$ cat src/rtl/rgbnv12_pkg.sv
`default_nettype none

package rgbnv12_pkg;

  localparam int DEF_MAX_WIDTH  = 4096;
  localparam int DEF_MAX_HEIGHT = 4096;

  localparam int CFG_INDEX_W = 3;
  localparam int CFG_DATA_W  = 32;
  localparam int SIZE_W      = 14;

  localparam logic [CFG_INDEX_W-1:0] REG_FRAME_WIDTH  = 3'd0;
  localparam logic [CFG_INDEX_W-1:0] REG_FRAME_HEIGHT = 3'd1;
  localparam logic [CFG_INDEX_W-1:0] REG_LUMA_BASE    = 3'd2;
  localparam logic [CFG_INDEX_W-1:0] REG_LUMA_PITCH   = 3'd3;
  localparam logic [CFG_INDEX_W-1:0] REG_CHROMA_BASE  = 3'd4;
  localparam logic [CFG_INDEX_W-1:0] REG_CHROMA_PITCH = 3'd5;

  localparam logic [12:0] RST_FRAME_WIDTH  = 13'd1920;
  localparam logic [12:0] RST_FRAME_HEIGHT = 13'd1080;
  localparam logic [31:0] RST_LUMA_BASE    = 32'd0;
  localparam logic [15:0] RST_LUMA_PITCH   = 16'd1920;
  localparam logic [31:0] RST_CHROMA_BASE  = 32'd2073600;
  localparam logic [15:0] RST_CHROMA_PITCH = 16'd1920;

  localparam logic signed [8:0] K_Y_R = 9'sd66;
  localparam logic signed [8:0] K_Y_G = 9'sd129;
  localparam logic signed [8:0] K_Y_B = 9'sd25;
  localparam logic signed [8:0] K_U_R = -9'sd38;
  localparam logic signed [8:0] K_U_G = -9'sd74;
  localparam logic signed [8:0] K_U_B = 9'sd112;
  localparam logic signed [8:0] K_V_R = 9'sd112;
  localparam logic signed [8:0] K_V_G = -9'sd94;
  localparam logic signed [8:0] K_V_B = -9'sd18;
  localparam logic [7:0] LUMA_BIAS = 8'd16;
  localparam logic [7:0] C_OFFSET = 8'd128;
  localparam logic signed [19:0] ROUND_BIAS = 20'sd128;

  typedef struct packed {
    logic [7:0] red;
    logic [7:0] green;
    logic [7:0] blue;
  } pixel_t;

  typedef struct packed {
    logic [7:0]  luma;
    logic [31:0] luma_address;
    logic        chroma_valid;
    logic [7:0]  cb_value;
    logic [7:0]  cr_value;
    logic [31:0] chroma_address;
    logic        frame_done;
  } result_t;

  typedef struct packed {
    logic [12:0] frame_width;
    logic [12:0] frame_height;
    logic [31:0] luma_base;
    logic [15:0] luma_pitch;
    logic [31:0] chroma_base;
    logic [15:0] chroma_pitch;
  } cfg_t;

  typedef struct packed {
    logic [8:0] red;
    logic [8:0] green;
    logic [8:0] blue;
  } pair_sum_t;

  typedef struct packed {
    logic col_wrap;
    logic frame_end;
  } wrap_t;

  function automatic logic [7:0] color_byte(
    input logic [7:0] r,
    input logic [7:0] g,
    input logic [7:0] b,
    input logic signed [8:0] kr,
    input logic signed [8:0] kg,
    input logic signed [8:0] kb,
    input logic [7:0] offset
  );
    logic signed [19:0] acc;
    logic signed [11:0] shifted;
    logic signed [12:0] val;
    logic [7:0] res;
    acc = 20'(kr) * $signed({12'd0, r}) + 20'(kg) * $signed({12'd0, g})
        + 20'(kb) * $signed({12'd0, b}) + ROUND_BIAS;
    shifted = acc[19:8];
    val = {shifted[11], shifted} + $signed({5'd0, offset});
    if (val < 0) begin
      res = 8'd0;
    end else if (val > 13'sd255) begin
      res = 8'd255;
    end else begin
      res = val[7:0];
    end
    return res;
  endfunction

endpackage

`default_nettype wire

$ cat src/rtl/rgbnv12_cfg.sv
`default_nettype none

module rgbnv12_cfg (
  input  wire logic                                  clk,
  input  wire logic                                  rst,
  input  wire logic                                  write,
  input  wire logic [rgbnv12_pkg::CFG_INDEX_W-1:0]   index,
  input  wire logic [rgbnv12_pkg::CFG_DATA_W-1:0]    data,
  output rgbnv12_pkg::cfg_t                          cfg
);

  import rgbnv12_pkg::*;

  always_ff @(posedge clk) begin
    if (rst) begin
      cfg.frame_width  <= RST_FRAME_WIDTH;
      cfg.frame_height <= RST_FRAME_HEIGHT;
      cfg.luma_base    <= RST_LUMA_BASE;
      cfg.luma_pitch   <= RST_LUMA_PITCH;
      cfg.chroma_base  <= RST_CHROMA_BASE;
      cfg.chroma_pitch <= RST_CHROMA_PITCH;
    end else if (write) begin
      unique case (index)
        REG_FRAME_WIDTH:  cfg.frame_width  <= data[12:0];
        REG_FRAME_HEIGHT: cfg.frame_height <= data[12:0];
        REG_LUMA_BASE:    cfg.luma_base    <= data[31:0];
        REG_LUMA_PITCH:   cfg.luma_pitch   <= data[15:0];
        REG_CHROMA_BASE:  cfg.chroma_base  <= data[31:0];
        REG_CHROMA_PITCH: cfg.chroma_pitch <= data[15:0];
        default: ;
      endcase
    end
  end

endmodule

`default_nettype wire

$ cat config.mk
export PLATFORM = sky130hd
export DESIGN_NAME = rgbnv12_cfg
export DESIGN_NICKNAME = d
export VERILOG_FILES = /design/src/rtl/rgbnv12_pkg.sv /design/src/rtl/rgbnv12_cfg.sv
export SDC_FILE = /design/constraint.sdc
export NUM_CORES = 1
export LEC_CHECK = 0
export ABC_AREA = 1
export BUFFER_PORTS_ARGS = -buffer_cell sky130_fd_sc_hd__buf_2
export CELL_PAD_IN_SITES_DETAIL_PLACEMENT = 1
export CELL_PAD_IN_SITES_GLOBAL_PLACEMENT = 1
export CORE_ASPECT_RATIO = 0.7
export CORE_MARGIN = 3
export CORE_UTILIZATION = 36
export DETAILED_ROUTE_END_ITERATION = 10
export GPL_ROUTABILITY_DRIVEN = 0
export PLACE_DENSITY_LB_ADDON = 0.1
export SYNTH_ARGS = -nofsm -noshare
export SYNTH_HDL_FRONTEND = slang
export SYNTH_SLANG_ARGS = --single-unit
$ cat constraint.sdc
create_clock -name clk -period 1.8 [get_ports clk]
set_input_delay 0.36 -clock clk [delete_from_list [all_inputs] [get_ports clk]]
set_output_delay 0.36 -clock clk [all_outputs]
set_load 0.01 [all_outputs]
Word level (Yosys, flattened, before mapping)
Index checks and enable logic that the tools add are counted.

Memories kept: 0. Memory bits (writable): 0. Output and inout bits: 122. Word-level logic and storage cells: 18. Memory bits (read-only): 0. Flip-flop bits (word level): 122. Latch bits: 0.

$lt $le $gt $ge: 0. Bitwise operators: 0. Reduce and logical (&&, ||, !) cells: 7. Equal/unequal tests: 5. Shift-type cells: 0. Add/sub/neg operators: 0. Divide/modulo/power cells: 0. $mul: 0. Multiplexer cells: 0.

Operators with widths (number): 2-bit AND reduction (6); 3-bit by 2-bit equality test with 1-bit output (second input constant) (2); 3-bit equality test (second input constant) (2); 3-bit by 1-bit equality test with 1-bit output (second input constant) (1); 3-bit logical NOT (1).

Depth between registers and ports, before layout
Word-level depth: 2. Gate-level depth with buffers: 7.

Worst setup path after synthesis
OpenSTA, ideal clock, no wires.

Path type: input to register. Start point: in index[2] (netlist name). End point: reg cfg[19] (netlist name). Cell stages on the path: 7. Slack: 0.617 ns. Data arrival time: 1.071 ns. Path buffers: 2. Data required time: 1.687 ns. Setup time: 0.113 ns. Cell sequence: nand2_1 > inv_1 > buf_2 > buf_2 > nand3_1 > nand2_1 > nor2_1.

Longest elaborated chain between the ends: 2.

Ends and longest elaborated chain: from (decl) (line rgbnv12_cfg.sv:7) `input wire logic [rgbnv12_pkg::CFG_INDEX_W-1:0] index,`; 3-bit equality test (line rgbnv12_cfg.sv:23) `unique case (index)`; 2-bit AND reduction (no source line); to (decl) (line rgbnv12_cfg.sv:9) `output rgbnv12_pkg::cfg_t cfg`.

Every way passes these cells. A chain may end at the register's enable or synchronous reset.

Worst setup path after layout
Start point: reg cfg[121] (netlist name). End point: out cfg[121] (netlist name).

No word-level cell between the ends.

==> impl_metrics.yaml <==
pwr:
  power.static_leakage_nw: 3.279
  p_per_area_nw_per_um2: 1131
  total_power_mw: 7.372
  peakVddDrop_mv: 0.7207
setup_path:
  reg2reg_slack_ns: 1.17
  arrival_ns: 0.92
  cp-start-kind: "register"
  cp_max_fo: 2
  reg2reg_depth: 2
  worst_setup_path_end_kind: "output port"
  regToRegStartpoint: "cfg[5]"
  critPathTopFamily: "flip-flops"
  crit_chain: "buf_2"
  cp.depth: 1
  rr_endpoint: "cfg[5]"
  worstSetupPathType: "reg2out"
  crit_start: "cfg[121]"
  critPathSlowestCell: "dfxtp_1"
  cp_num_buf_inv: 1
  cp.required_ns: 1.44
  max_stage_delay_ns: 0.37
  crit_path_end: "cfg[121]"
global_route:
  grt_pass1_wl_um: 26580
  grt_usage_pct: 23.28
  grt_max_degree: 37
  gr-total-overflow: 0
  grt_pass1_vias: 5099
  antenna_found_initial: 0
cts:
  postCtsSetupBuffers: 0
  cts_tree: "done"
  cts_max_level: 4
  clkTransAtPathRegs_ns: 0.06
  clock-sinks: 122
  hold_buffers: 0
  clock_latency_ns: 0.40
  cts-resized-gates: 0
  cts_max_path_buffers: 2
  numCtsBuffers: 17
  root_buffer: "clkbuf_16"
sta:
  rsz0062_at_grt: "false"
  fin_setup_tns_ns: 0
  fmax_ghz: 0.7797
  finalClockSkew_ns: 0
  hold_viol: 0
  relSlewSlack_pct: 68.57
  timing.final.crit_share_pct: 71.25
  slew_viol_final: 0
  tightest_slew_ns: 0.4704
  setup_viol_count_final: 0
  period_minus_slack_ns: 1.283
detailed_routing:
  routed_wl_um: 16770
  dr.pass1.iters: 4
  vias: 5039
  drc_errors: 0
  ant_nets: 0
  drt-initial-drc-count: 216
  wire_per_inst_um: 16.49
  viasPerCell: 4.955
die:
  die_y_um: 102.5
  std_cell_rows: 34
  start_util_pct: 37.62
  io_pins: 160
  die_x_um: 143.8
  core_sq_um: 12720
  die_area_sq_um: 14730
min_path:
  hold_path_class: "in2reg"
synth:
  avgSynthCellArea_sq_um: 6.944
  synth_area_sq_um: 4785
  synth.net_count: 727
  postSynthRegisterBits: 122
  ys_types: 11
  ys_seq_area_share_pct: 51.05
  synth_warnings: 0
  netlist_instances: 689
finish:
  layout.cells.most_common_list: "nor2_1 (197), buf_2 (159), nand2_1 (157)"
  drive_above_1_share_pct: 25.38
  area_growth_pct: 36.24
  nFillCells: 1667
  num-nets-final: 881
  largest-register: "cfg"
  n_antenna_cell: 0
  reg.largest.list: "cfg: 122 flops"
  largest_reg_flops: 122
  design_area_sq_um: 6519
  mostFrequentLayoutCell: "nor2_1"
job:
  cap_violations: 0
placed_design:
  place_area_sq_um: 5863
  dp_hpwl_um: 12020
  io_buffer_count: 159
status:
  status: "completed"
[metrics by stage]
step / setup WS, ns / std cells / utilization (%) / hold WS [ns]
2_1_floorplan: 0.6165 / 689 / - / 0.4732
3_3_place_gp: 0.3693 / 986 / 46.09 / 0.4380
3_5_place_dp: 0.2900 / 986 / 46.09 / 0.4506
4_1_cts: 0.5003 / 1017 / 51.25 / 0.1566
5_1_grt: 0.4832 / 1017 / 51.25 / 0.1736
6_report: 0.5175 / 1017 / 51.25 / 0.1702
[how the worst min path moves through the flow]
stage	startpoint	to	slack [ns]	depth (start not counted)
2_1_floorplan	data[4]	cfg[100]	0.47	2
3_3_place_gp	cfg[58]	cfg[58]	0.44	2
3_5_place_dp	cfg[7]	cfg[7]	0.45	2
4_1_cts	data[3]	cfg[99]	0.16	3
5_1_grt	data[16]	cfg[32]	0.17	3
6_report	data[3]	cfg[99]	0.17	3
[routing by layer]
layer / global-route usage [%] / vias up / routed length [um]
li1: - / 2444 / -
met1: 30.46 / 2450 / 7663
met2: 38.71 / 135 / 7855
met3: 6.735 / 10 / 1130
met4: 4.848 / 0 / 119
met5: 0 / - / 0
[Yosys cell counts]
cell / n / share of area (%)
buf_2: 28 / 2.9
dfxtp_1: 122 / 51
nor2_2: 6 / 0.78
clkbuf_1: 14 / 1.1
nand2_1: 157 / 12
inv_1: 38 / 3.0
buf_4: 1 / 0.16
clkinv_1: 1 / 0.078
nor2_1: 199 / 16
nand3_1: 122 / 13
nor2_4: 1 / 0.24
[kinds of logic after synthesis]
| group | count (synthesis) | synth area share (%) |
|---|---|---|
| buffers and inverters | 82 | 7.244 |
| AND/OR/NAND/NOR | 485 | 41.71 |
| flip-flops | 122 | 51.05 |
[report_power, final]
part	switching (mW)	total (mW)	internal (mW)	leakage [nW]
clock network	1.25	3.84	2.59	0.313
registers	0.0535	2.85	2.80	0.993
logic	0.438	0.685	0.248	1.97
[final cells by class]
type                            instances  area, sq um  area share (%)
Tap cell                              162        202.7           3.109
Inverter                               39        148.9           2.284
Clock inverter                         12        222.7           3.417
Sequential cell                       122         2442           37.47
Multi-Input combinational cell        485         2006           30.77
Clock buffer                           19        432.9           6.641
Timing Repair Buffer                  178         1064           16.31
[tightest hold or removal path, delay by kind of cell]
| kind | cells | cell delay (ns) |
|---|---|---|
| buffers and inverters | 1 | 0.09 |
| AND/OR/NAND/NOR | 2 | 0.10 |
No activity file was read; power rests on OpenSTA's default activity.
