`config.mk`:
```
export PLATFORM = sky130hd
export DESIGN_NAME = rgbnv12_raster
export DESIGN_NICKNAME = d
export VERILOG_FILES = /design/src/rtl/rgbnv12_pkg.sv /design/src/rtl/rgbnv12_raster.sv
export SDC_FILE = /design/constraint.sdc
export NUM_CORES = 1
export LEC_CHECK = 0
export BUFFER_PORTS_ARGS = -buffer_cell sky130_fd_sc_hd__clkbuf_2
export CORE_MARGIN = 5
export CORE_UTILIZATION = 50
export CTS_CLUSTER_SIZE = 24
export DETAILED_ROUTE_END_ITERATION = 10
export GPL_ROUTABILITY_DRIVEN = 0
export PLACE_DENSITY = 0.81
export SLEW_MARGIN = 10
export SYNTH_ARGS = -nofsm -noshare
export SYNTH_HDL_FRONTEND = slang
export SYNTH_SLANG_ARGS = --single-unit
```
`constraint.sdc`:
```
create_clock -name clk -period 7.8 [get_ports clk]
set_input_delay 1.17 -clock clk [delete_from_list [all_inputs] [get_ports clk]]
set_output_delay 1.17 -clock clk [all_outputs]
set_load 0.05 [all_outputs]
```
`src/rtl/rgbnv12_pkg.sv`:
```
`default_nettype none

package rgbnv12_pkg;

  localparam int DEF_MAX_WIDTH  = 4096;
  localparam int DEF_MAX_HEIGHT = 4096;

  localparam int CFG_INDEX_W = 3;
  localparam int CFG_DATA_W  = 32;
  localparam int SIZE_W      = 14;

  localparam logic [CFG_INDEX_W-1:0] REG_FRAME_WIDTH  = 3'd0;
  localparam logic [CFG_INDEX_W-1:0] REG_FRAME_HEIGHT = 3'd1;
  localparam logic [CFG_INDEX_W-1:0] REG_LUMA_BASE    = 3'd2;
  localparam logic [CFG_INDEX_W-1:0] REG_LUMA_PITCH   = 3'd3;
  localparam logic [CFG_INDEX_W-1:0] REG_CHROMA_BASE  = 3'd4;
  localparam logic [CFG_INDEX_W-1:0] REG_CHROMA_PITCH = 3'd5;

  localparam logic [12:0] RST_FRAME_WIDTH  = 13'd1920;
  localparam logic [12:0] RST_FRAME_HEIGHT = 13'd1080;
  localparam logic [31:0] RST_LUMA_BASE    = 32'd0;
  localparam logic [15:0] RST_LUMA_PITCH   = 16'd1920;
  localparam logic [31:0] RST_CHROMA_BASE  = 32'd2073600;
  localparam logic [15:0] RST_CHROMA_PITCH = 16'd1920;

  localparam logic signed [8:0] K_Y_R = 9'sd66;
  localparam logic signed [8:0] K_Y_G = 9'sd129;
  localparam logic signed [8:0] K_Y_B = 9'sd25;
  localparam logic signed [8:0] K_U_R = -9'sd38;
  localparam logic signed [8:0] K_U_G = -9'sd74;
  localparam logic signed [8:0] K_U_B = 9'sd112;
  localparam logic signed [8:0] K_V_R = 9'sd112;
  localparam logic signed [8:0] K_V_G = -9'sd94;
  localparam logic signed [8:0] K_V_B = -9'sd18;
  localparam logic [7:0] LUMA_BIAS = 8'd16;
  localparam logic [7:0] C_OFFSET = 8'd128;
  localparam logic signed [19:0] ROUND_BIAS = 20'sd128;

  typedef struct packed {
    logic [7:0] red;
    logic [7:0] green;
    logic [7:0] blue;
  } pixel_t;

  typedef struct packed {
    logic [7:0]  luma;
    logic [31:0] luma_address;
    logic        chroma_valid;
    logic [7:0]  cb_value;
    logic [7:0]  cr_value;
    logic [31:0] chroma_address;
    logic        frame_done;
  } result_t;

  typedef struct packed {
    logic [12:0] frame_width;
    logic [12:0] frame_height;
    logic [31:0] luma_base;
    logic [15:0] luma_pitch;
    logic [31:0] chroma_base;
    logic [15:0] chroma_pitch;
  } cfg_t;

  typedef struct packed {
    logic [8:0] red;
    logic [8:0] green;
    logic [8:0] blue;
  } pair_sum_t;

  typedef struct packed {
    logic col_wrap;
    logic frame_end;
  } wrap_t;

  function automatic logic [7:0] color_byte(
    input logic [7:0] r,
    input logic [7:0] g,
    input logic [7:0] b,
    input logic signed [8:0] kr,
    input logic signed [8:0] kg,
    input logic signed [8:0] kb,
    input logic [7:0] offset
  );
    logic signed [19:0] acc;
    logic signed [11:0] shifted;
    logic signed [12:0] val;
    logic [7:0] res;
    acc = 20'(kr) * $signed({12'd0, r}) + 20'(kg) * $signed({12'd0, g})
        + 20'(kb) * $signed({12'd0, b}) + ROUND_BIAS;
    shifted = acc[19:8];
    val = {shifted[11], shifted} + $signed({5'd0, offset});
    if (val < 0) begin
      res = 8'd0;
    end else if (val > 13'sd255) begin
      res = 8'd255;
    end else begin
      res = val[7:0];
    end
    return res;
  endfunction

endpackage

`default_nettype wire

```
`src/rtl/rgbnv12_raster.sv`:
```
`default_nettype none

module rgbnv12_raster #(
  parameter int MAX_WIDTH  = rgbnv12_pkg::DEF_MAX_WIDTH,
  parameter int MAX_HEIGHT = rgbnv12_pkg::DEF_MAX_HEIGHT
) (
  input  wire logic                          clk,
  input  wire logic                          rst,
  input  wire logic                          advance,
  input  wire logic [12:0]                   frame_width,
  input  wire logic [12:0]                   frame_height,
  output logic [$clog2(MAX_WIDTH)-1:0]       column,
  output logic [$clog2(MAX_HEIGHT)-1:0]      row,
  output rgbnv12_pkg::wrap_t                 wrap
);

  import rgbnv12_pkg::*;

  localparam int CW = $clog2(MAX_WIDTH);
  localparam int RW = $clog2(MAX_HEIGHT);

  logic [SIZE_W-1:0] width_req;
  logic [SIZE_W-1:0] height_req;
  logic [SIZE_W-1:0] width_eff;
  logic [SIZE_W-1:0] height_eff;

  always_comb begin
    width_req  = SIZE_W'(frame_width);
    height_req = SIZE_W'(frame_height);
    if (width_req < SIZE_W'(2)) begin
      width_eff = SIZE_W'(2);
    end else if (width_req > SIZE_W'(MAX_WIDTH)) begin
      width_eff = SIZE_W'(MAX_WIDTH);
    end else begin
      width_eff = width_req;
    end
    if (height_req < SIZE_W'(2)) begin
      height_eff = SIZE_W'(2);
    end else if (height_req > SIZE_W'(MAX_HEIGHT)) begin
      height_eff = SIZE_W'(MAX_HEIGHT);
    end else begin
      height_eff = height_req;
    end
    width_eff[0]  = 1'b0;
    height_eff[0] = 1'b0;
    wrap.col_wrap  = (SIZE_W'(column) + SIZE_W'(1)) >= width_eff;
    wrap.frame_end = wrap.col_wrap && ((SIZE_W'(row) + SIZE_W'(1)) >= height_eff);
  end

  always_ff @(posedge clk) begin
    if (rst) begin
      column <= '0;
      row    <= '0;
    end else if (advance) begin
      if (wrap.col_wrap) begin
        column <= '0;
        row    <= wrap.frame_end ? '0 : row + RW'(1);
      end else begin
        column <= column + CW'(1);
      end
    end
  end

endmodule

`default_nettype wire

```
# Yosys cells after proc, flatten, opt, wreduce, memory -nomap -nowiden
# Index checks and enable logic that the tools add are counted.
[classes] reduce_logical=2 addsub=4 order_cmp=6 muxes=6
[ops] op="13-bit two-way mux" count=4
[ops] op="13-bit by 14-bit >= comparator with 1-bit output" count=2
[ops] op="12-bit by 1-bit adder with 13-bit output (second input constant)" count=2
[ops] op="13-bit > comparator (second input constant)" count=2
[ops] op="13-bit by 2-bit < comparator with 1-bit output (second input constant)" count=2
[ops] op="12-bit by 1-bit adder with 12-bit output (second input constant)" count=2
[ops] op="12-bit two-way mux" count=2
[ops] op="2-bit AND reduction" count=1
[ops] op="1-bit logical AND" count=1
[word_totals] wordCells=20 in_bits=29 reg_bits=24

# Depth between registers and ports, before layout
[depth] ltp_word=6 ltp_mapped=13 depth_no_buf=12

# Worst setup path after synthesis
# Ideal clock, no wire load.
[synth_path] path_kind="input to output" from="input frame_height[7]" to="output wrap[0] (netlist bit)" path_stages=11 slack_ns=2.897 t_required_ns=6.630 arrival_time_ns=3.733 path_cell_list="nor4_1 > nand3_1 > o21ai_1 > nand2_1 > ha_1 > and3_1 > nand3_1 > a311oi_2 > nor3_4 > buf_4 > nor2_1"
[synth_lines] element="from (decl)" line="rgbnv12_raster.sv:11" text="input wire logic [12:0] frame_height,"
[synth_lines] element="to (decl)" line="rgbnv12_raster.sv:14" text="output rgbnv12_pkg::wrap_t wrap"

==> results.md <==
- Status: finished, final reports clean
- Worst-skew pair later-pin latency: approximately 0.26 ns
- CP most frequent cell: clkbuf_2
- Crit-path max cell delay: 0.64 ns
- Min-Delay Path Class: reg2reg
- Routed Antenna Nets: 0
- Overflow after GRT: 0
- Synth top area cells: dfxtp_1, ha_1, nand2_1
- Pleak: 1.13 nW
- Routed WL: 5210 microns
- Post-Syn Instances: 277
- Fin crit period: roughly 5.3 ns
- Drt first pass iters: 4
- Final hold slack: 0.520 ns
- Cts repair resizes: 0
- Full die area: roughly 0.0057 sq mm
- Drt initial violations: ~130
- Power Dens Cells: 102 mW/mm^2
- Cell Chain, Critical Path: clkbuf_2, nor4_1, nand3_1, o21ai_1, nand2_1, ha_1, a21oi_1, o21ai_0, a221oi_2, and2_1, nor2_1, clkbuf_2
- Initial antenna violation count: 0
- DR vias: 2,173
- Fmax: roughly 0.19 GHz
- Count leader, synth: nand2_1
- CP Data Arrival Time: about 4 ns
- Mapped Area: ~0.0021 sq mm
- Ratio of final minimum period to clock period: around 67%
- Area Growth Syn to Fin: 15.1%
- Clock buffer count from CTS: 3
- CTS tree: built
- Root buf cell: clkbuf_8
- CP max-delay cell: and2_1
- Power Total: approximately 0.25 mW
- Post-route DRC: 0
- Post-DP HPWL: around 4100 microns
- Post-cts hold buffer count: 0
- Worst-path clk slew: ~0.080 ns
- Slew at the pin closest to its max-slew limit: between 0.7 and 0.8 ns
- Initial Utilization: a little over half
- Io pins: 55
- Kind of critical path: in2out
- Layout net count: around 380
- Post-CTS setup repair buffer count: 0
- Vias in the first global route: roughly 2,000
- Unrepaired setup endpoints after global routing: false
- Num rows: 23
- Worst rel slew slack: between 50% and 60%
- WP data required: ~6.6 ns
- Share of post-route cells with drive strength above 1: between 20% and 30%
- Syn_area_per_cell: around 7.7 sq um
- Top_reg_cell synth: dfxtp_1
- Leading area contributor after synthesis: dfxtp_1
- EDFF count, synth: 0
- Setup_tns: 0 ns
- Post-synth top cells: nand2_1, ha_1, dfxtp_1, nand3_1, a21oi_1
- Max Cap Viol: 0
- First-pass GRT wire length: approximately 9000 microns
- Ys async rst share: 0%
- Synth top area share: between 20% and 30%
- Max clock buf depth: 2
- Antenna Cells: 0
- Port bufs: 54
- Final number of setup-violating endpoints: 0
- Num Clock Sinks: 24
- Max-slew violation count: 0
- Syn. warnings: 0
- H-Tree Depth: 1
- CP Launch Type: input pin
- Die width: 75.5 microns
- Wirelength per Cell: about 14 microns
- Core area: around 0.0041 sq mm
- Seq/Total Area, Yosys: 22.4%
- Number of instances in the placed design: about 370
- Gr usage total: between 10% and 20%
- Chip height: between 70 and 80 microns
- Post-DR vias/cell: 5.83
- Yosys cell types: between 40 and 50
- Finished Layout Cells: about 370
- Largest net degree at the start of global routing: 37
- Syn_nets: between 300 and 400
- Max rail drop VDD: about 0.12 mV
- Crit path max fanout: 21
- Synth Register Bits: 24
- Clock skew: about 0.0017 ns
- Fin worst setup slack: between 2 and 3 ns
- Post-Place Worst Slack: around 2.6 ns
- Crit end category: output pin
- Fill cells: 390
- Final Hold Fails: 0
power breakdown:
part / switching, mW / total, mW / internal, mW
combinational: 0.0272 / 0.0427 / 0.0155
clock: 0.0381 / 0.0831 / 0.0450
sequential: 0.00186 / 0.125 / 0.124
final timing paths:
kind / startpoint / end / slack [ns] / depth (start not counted)
setup / recovery: frame_width[8] / wrap[0] / 2.54 / 12
hold / removal: column[1] / column[1] / 0.52 / 2
setup reg to reg: column[0] / column[11] / 4.16 / 11
hold reg to reg: column[1] / column[1] / 0.52 / 2
cells in the final DEF (no fill, tap or decap), drive strengths merged, types with 3 or more instances in the layout:
master	Yosys	layout
a31o	3	3
inv	13	13
nand3	22	22
and2	3	3
nand2b	3	3
nand2	40	40
nand4	6	6
o32ai	4	4
dfxtp	24	24
ha	26	26
nor2	14	14
a21oi	18	18
or3	3	3
nor4	6	6
nand4b	3	3
a31oi	3	3
and3	7	7
xor2	8	8
xnor2	12	12
o21ai	12	12
clkbuf	7	58
nor3	5	5
a21o	4	4
o31ai	3	3
nor3b	7	7
logic make-up after synthesis:
family | Yosys count | synth area share, %
and+or+nand+nor | 125 | 30.7
AOI/OAI and AO/OA | 57 | 18.3
adders and majority gates | 26 | 15.2
buffers and inverters | 25 | 5.25
xor gates and xnor gates | 20 | 8.17
DFF | 24 | 22.4
critical path, delay by kind of cell:
kind / cells / cell delay, ns
fa+ha+maj: 1 / 0.30
simple gates: 5 / 1.25
compound gates: 4 / 1.01
buf+inv: 2 / 0.35
final cells by class:
class | count | area (sq um) | area share (%)
multi-input combinational | 228 | 1550 | 62.8
sequential | 24 | 480 | 19.5
timing repair buffer | 54 | 270 | 10.9
tap | 50 | 62.6 | 2.53
clock buffer | 4 | 55.1 | 2.23
inverter | 13 | 48.8 | 1.98
metrics by stage:
stage                     util, %  cell area (sq um)
after floorplan                 -               2140
after global placement       59.1               2410
after detailed placement     59.1               2410
after CTS                    60.4               2470
after global routing         60.4               2470
final                        60.4               2470
flip-flops by register name (all words and copies together), names as in the netlist:
| signal | cells |
|---|---|
| row | 12 |
| column | 12 |
metal layers:
| layer | track usage (%) | routed length, microns | part of all wire [%] |
|---|---|---|---|
| met3 | 3.43 | 279 | 5.4 |
| met1 | 26.2 | 2390 | 46 |
| met5 | 0 | 0 | 0 |
| met4 | 3.50 | 36 | 0.69 |
| met2 | 33.6 | 2500 | 48 |
(Power assumes the default switching activity.)
